`src/rtl/tft_pkg.sv`:
```
// Package for the TCP flow table: slot layout, codes, FSM state and
// controller/datapath command and status bundles. No dependencies.
package tft_pkg;

	// Folded tuple sum is 17 bits wide; reciprocal product is twice that
	localparam int HASH_W = 17;
	localparam int PROD_W = 2 * HASH_W;

	typedef enum logic [1:0] {
		OP_INSERT = 2'd0,
		OP_LOOKUP = 2'd1,
		OP_SET    = 2'd2
	} opcode_t;

	typedef enum logic [1:0] {
		ST_OK   = 2'd0,
		ST_MISS = 2'd1,
		ST_DUP  = 2'd2,
		ST_FULL = 2'd3
	} status_t;

	typedef enum logic [2:0] {
		S_CLEAR,
		S_IDLE,
		S_HASH,
		S_MOD,
		S_READ,
		S_EVAL
	} state_t;

	// One way of a bucket
	typedef struct packed {
		logic        valid;
		logic [31:0] src_ip;
		logic [31:0] dst_ip;
		logic [15:0] src_port;
		logic [15:0] dst_port;
		logic [31:0] size;
		logic [31:0] seq;
	} slot_t;

	// Controller -> datapath
	typedef struct packed {
		logic ld;    // capture input word
		logic hash;  // fold + reciprocal multiply
		logic mod;   // remainder -> bucket index
		logic rd;    // bucket row read
		logic eval;  // compare, write back, load result
		logic clr;   // clearing pass, one row
	} cmd_t;

	// Datapath -> controller
	typedef struct packed {
		logic clr_last;
	} sts_t;

endpackage

```
`src/rtl/tft_ctrl.sv`:
```
// Controller for the TCP flow table: sequencer FSM, input/output handshakes.
// Depends on tft_pkg.
module tft_ctrl import tft_pkg::*; (
	input  logic clk,
	input  logic arst_n,
	input  logic s_tvalid,
	output logic s_tready,
	output logic m_tvalid,
	input  logic m_tready,
	input  sts_t sts,
	output cmd_t cmd
);

	state_t state_q, state_nxt;
	logic   out_valid_q;

	always_ff @(posedge clk or negedge arst_n) begin
		if (!arst_n) begin
			state_q     <= S_CLEAR;
			out_valid_q <= 1'b0;
		end else begin
			state_q <= state_nxt;
			if (cmd.eval) begin
				out_valid_q <= 1'b1;
			end else if (m_tready) begin
				out_valid_q <= 1'b0;
			end
		end
	end

	always_comb begin
		state_nxt = state_q;
		cmd       = '0;
		s_tready  = 1'b0;
		case (state_q)
			S_CLEAR: begin
				cmd.clr = 1'b1;
				if (sts.clr_last) begin
					state_nxt = S_IDLE;
				end
			end
			S_IDLE: begin
				s_tready = 1'b1;
				if (s_tvalid) begin
					cmd.ld    = 1'b1;
					state_nxt = S_HASH;
				end
			end
			S_HASH: begin
				cmd.hash  = 1'b1;
				state_nxt = S_MOD;
			end
			S_MOD: begin
				cmd.mod   = 1'b1;
				state_nxt = S_READ;
			end
			S_READ: begin
				cmd.rd    = 1'b1;
				state_nxt = S_EVAL;
			end
			S_EVAL: begin
				// result register must be free (or draining) before it is reloaded
				if (!out_valid_q || m_tready) begin
					cmd.eval = 1'b1;
					s_tready = 1'b1;
					if (s_tvalid) begin
						cmd.ld    = 1'b1;
						state_nxt = S_HASH;
					end else begin
						state_nxt = S_IDLE;
					end
				end
			end
			default: begin
				state_nxt = S_CLEAR;
			end
		endcase
	end

	assign m_tvalid = out_valid_q;

endmodule

```
`config.mk`:
```
export PLATFORM = sky130hd
export DESIGN_NAME = tft_ctrl
export DESIGN_NICKNAME = d
export VERILOG_FILES = /design/src/rtl/tft_pkg.sv /design/src/rtl/tft_ctrl.sv
export SDC_FILE = /design/constraint.sdc
export NUM_CORES = 1
export LEC_CHECK = 0
export BUFFER_PORTS_ARGS = -buffer_cell sky130_fd_sc_hd__buf_4
export CORE_AREA = 2 2 39 41
export DETAILED_ROUTE_END_ITERATION = 6
export DIE_AREA = 0 0 41 43
export GPL_TIMING_DRIVEN = 0
export PLACE_DENSITY = 0.38
export SKIP_LAST_GASP = 1
export SYNTH_ARGS = -nofsm -noshare
export SYNTH_HDL_FRONTEND = slang
export SYNTH_SLANG_ARGS = --single-unit
export TNS_END_PERCENT = 1
```
`constraint.sdc`:
```
create_clock -name clk -period 1.06 [get_ports clk]
set_input_delay 0.053 -clock clk [delete_from_list [all_inputs] [get_ports clk]]
set_output_delay 0.053 -clock clk [all_outputs]
set_load 0.02 [all_outputs]
```
# Yosys cells after proc, flatten, opt, wreduce, memory -nomap -nowiden

Index checks and enable logic that the tools add are counted.

Output and inout port bits: 8
Flip-flop bits (word level): 4
Logic and storage cells: 32

Eq/ne operators: 8
Mux-type cells: 17
Reductions and logical operators: 5

Operators by type and width:

| operator             | number |
|---|---|
| $pmux W3 S6          | 1 |
| $mux W1              | 10 |
| $mux W3              | 3 |
| $eq A3 B2 Y1 const B | 2 |
| $eq A3 B3 Y1 const B | 2 |
| $ne A2 B2 Y1 const B | 3 |
| $pmux W1 S2          | 2 |
| $eq A3 B1 Y1 const B | 1 |
| $logic_not A3 Y1     | 1 |
| $reduce_and A3 Y1    | 1 |
| $mux W2              | 1 |
| $reduce_bool A2 Y1   | 1 |
| $logic_not A1 Y1     | 1 |
| $logic_or A1 B1 Y1   | 1 |

# Longest topological paths before layout

Word-level depth: 5
Depth in mapped cells: 4
Mapped depth without buffers: 3

# Worst setup path before layout

OpenSTA, ideal clock, no wires.

Kind: register -> output
From: register state_q[1]
To: output port s_tready
Path buffers: 1
Cell stages (with the launch flop): 4
Required time: 1.007 ns
Setup slack: -0.205 ns
Data arrival time: 1.212 ns
Path through: dfrtp_1 -> buf_6 -> and2b_2 -> a21boi_0

Longest elaborated chain between the ends: 2
Elaborated cells on any way between the ends: 3
Classes of those cells: 2 x eq/ne; 1 x mux

RTL lines:

| element                                             | line           | source |
|---|---|---|
| from (decl)                                         | tft_ctrl.sv:14 | `state_t state_q, state_nxt;` |
| from (signal assigned)                              | tft_ctrl.sv:22 | `state_q <= state_nxt;` |
| $eq A3 B3 Y1 / $eq A3 B1 Y1 (equally long branches) | tft_ctrl.sv:35 | `case (state_q)` |
| $pmux W1 S2 *                                       | tft_ctrl.sv:35 |  |
| to (decl)                                           | tft_ctrl.sv:7  | `output logic s_tready,` |

Mark *: on every way between the ends. The rest lies on a longest branch, timed or not.

# Worst setup path after layout

From: register state_q[0]
To: output port s_tready

The elaborated chain is that of the path after synthesis.

==> impl_metrics.ini <==
[critical_path]
worstSetupPathType = reg -> out
cp-end-kind = output port
r2r_slack_ps = -20
cpPeakStageDelay_ps = 360
reg2reg_to = state_q[1]$_DFFE_PN0P_
cp_slowest_cell = dfrtp_1
r2r_start = state_q[1]$_DFFE_PN0P_
cpMostUsedCell = buf_6
reg2regPathDepth = 3
crit_path_start = state_q[0]$_DFFE_PN0P_
worstPathMaxFanout = 8
endpoint = s_tready
start_kind = flip-flop
cp.required_ps = 1010
worst-endpoint-arrival_ps = 1230
crit_chain = buf_6 > and2b_2 > a21boi_2 > buf_6

[drt]
drt_first_iter_violations = 3
ant_nets = 0
drt-pass1-iter-count = 4
vias = 271
wl_microns = 704
wl_per_cell_microns = 10.8
drt-vias-per-instance = 4.17
drc = 0

[sta]
max_slew_margin_pct = 84.0
final_hold_viol_count = 0
period_minus_slack_ps = 1290
worst_slew_pin_slew_ps = 240
worst_slack_ps = -227
post-route-period-util_pct = 121
rsz0062_at_grt = true
skew_ps = 1.25
slew_viol_final = 0
final-setup-viol-count = 8
timing.fmax_mhz = 777

[logic_synthesis]
synth_fa_ha_area_share_pct = 0
synth.area.mux_share_pct = 4.15
synth_edf_count = 0
synth_top_family_by_area = simple AND/OR/NAND/NOR gates
ys_top_cells_by_count = 6 x nand2_1, 4 x dfrtp_1, 3 x a21oi_1
synth_compound_area_share_pct = 15.7
yosysWarningCount = 0
yosysTopAreaCell = dfrtp_1
synthSimpleGateAreaFrac_pct = 33.2
synth.area.top_cells = dfrtp_1 37%, buf_6 8.3%, nand2_1 8.3%
synth_ff_type = dfrtp_1
synth_most_common_cell = nand2_1
postSynthCellCount = 31
synth_xor_area_share_pct = 0
ys_seq_area_share_pct = 36.9
synth.net_count = 36
avgSynthCellArea_sq_um = 8.76
async_reset_ff_share_pct = 100
synth_top_area_share_pct = 36.9
synth_seq_cells = 4
netlist_area_sq_um = 272
yosysUniqueCellTypes = 17

[die]
ios = 13
core-area_sq_um = 1380
row_count = 14
dieArea_sq_um = 1760
die_h_microns = 43
die_w_microns = 41
start_util_pct = 19.6

[global_route]
grt_max_degree = 11
globalRoute.busiestLayer = met2
use_met1_pct = 12.3
use_met2_pct = 14.4
grt_overflow = 0
grt_util_met3_pct = 0
antenna_found_initial = 0
grt_pass1_vias = 284
grt_pass1_wl_mm = 1.17
track_usage_pct = 9.96

[pwr]
p_seq_share_pct = 18.9
p_comb_share_pct = 67.8
p_per_area_nw_per_um2 = 3160
p_int_uw = 814
peakVddDrop_mv = 0.802
p_sw_uw = 605
p_leak_nw = 0.229
sw_frac_of_total_pct = 42.6
p_clk_share_pct = 13.3

[flow_run]
maxCapViolCount = 0

[layout]
area_growth_syn_to_layout_pct = 65.4
final_nets = 56
diodes = 0
final_area_sq_um = 449
layout-drive-gt1-share_pct = 59.2

[place]
place.gp.congestion = 0.667
place_area_sq_um = 385
dp_slack_ps = -34.8
port_buffers = 12

[clock_tree]
cts.sinks = 4
clock_latency_ps = 230
path_clk_slew_ps = 40
numCtsBuffers = 3
clockBufferDepth = 2
h-tree-depth = 1
cts_tree = yes
cts_root_buf = clkbuf_4

[status]
violations = setup timing
status = complete, but fails checks

[worst_hold_path]
hold_class = in -> reg
cell usage in the layout, fill, tap and decap left out, types with 2 or more instances in the layout:
cell type	n
a21oi_1	2
nor2_1	2
nand2_2	3
clkbuf_4	3
nand2_1	4
buf_6	2
nor3_1	2
buf_4	15
dfrtp_1	4
worst min-delay path by stage:
stage / startpoint / endpoint / slack [ps] / cells after the start
after detailed placement: arst_n / state_q[1]$_DFFE_PN0P_ / -150 / 1
after global routing: m_tready / m_tvalid$_DFFE_PN0P_ / 130 / 3
after CTS: m_tready / m_tvalid$_DFFE_PN0P_ / 110 / 3
after global placement: arst_n / m_tvalid$_DFFE_PN0P_ / -150 / 1
after floorplan: arst_n / m_tvalid$_DFFE_PN0P_ / -240 / 0
final: m_tready / m_tvalid$_DFFE_PN0P_ / 100 / 3
stage by stage:
| stage | hold WS, ps | instances | power, mW | setup TNS, ps | util, % |
|---|---|---|---|---|---|
| after floorplan | -243 | 31 | 0.866 | -284 | - |
| after global placement | -150 | 59 | 1.13 | -24.7 | 27.8 |
| after detailed placement | -151 | 59 | 1.14 | -49.0 | 27.8 |
| after CTS | 110 | 65 | 1.41 | -1680 | 31.9 |
| after global routing | 126 | 65 | 1.54 | -1880 | 32.5 |
| final | 104 | 65 | 1.42 | -1290 | 32.5 |
worst max-delay path, delay by kind of cell, from the launching register on:
kind / cells / cell delay, ps
AOI/OAI and AO/OA: 1 / 160
buffers and inverters: 2 / 260
DFF: 1 / 360
and+or+nand+nor: 1 / 210
logic make-up (layout without fill, tap and decap cells):
group                  count (synthesis)  count (layout)
buffers and inverters                  3              21
DFF                                    4               4
AOI/OAI and AO/OA                      6               6
muxes                                  1               1
and+or+nand+nor                       17              17
registers in the layout, indices dropped and copies added, names as in the netlist:
register,cells
m_tvalid,1
state_q,3
power by group through the flow:
stage | clock [mW] | sequential [mW] | combinational, mW
after floorplan | 0 | 0.274 | 0.592
after global placement | 0 | 0.259 | 0.871
after detailed placement | 0 | 0.263 | 0.881
after CTS | 0.193 | 0.263 | 0.952
after global routing | 0.203 | 0.278 | 1.06
final | 0.188 | 0.269 | 0.961
what timing repair did:
action | in CTS | in global routing
endpoints found under the hold margin | 4 | 0
hold buffers | 1 | 0
resized for setup | 3 | 4
setup endpoints to repair | 7 | 11
setup buffers | 2 | 1
pin swaps | 1 | 1
cell type report:
cell class | instances | area [sq um]
tap | 16 | 20.0
timing repair buffer | 16 | 126
multi-input combinational | 24 | 161
fill | 161 | 935
clock buffer | 3 | 22.5
buffer | 2 | 18.8
sequential | 4 | 100
layer usage:
layer  wire (microns)  vias to the layer above  share of wire, %
li1                 -                      142                 -
met1              311                      120                44
met2              353                        9                50
met3               39                        0               5.5
met4                0                        0                 0
met5                0                        -                 0
No activity file was read; power rests on OpenSTA's default activity.
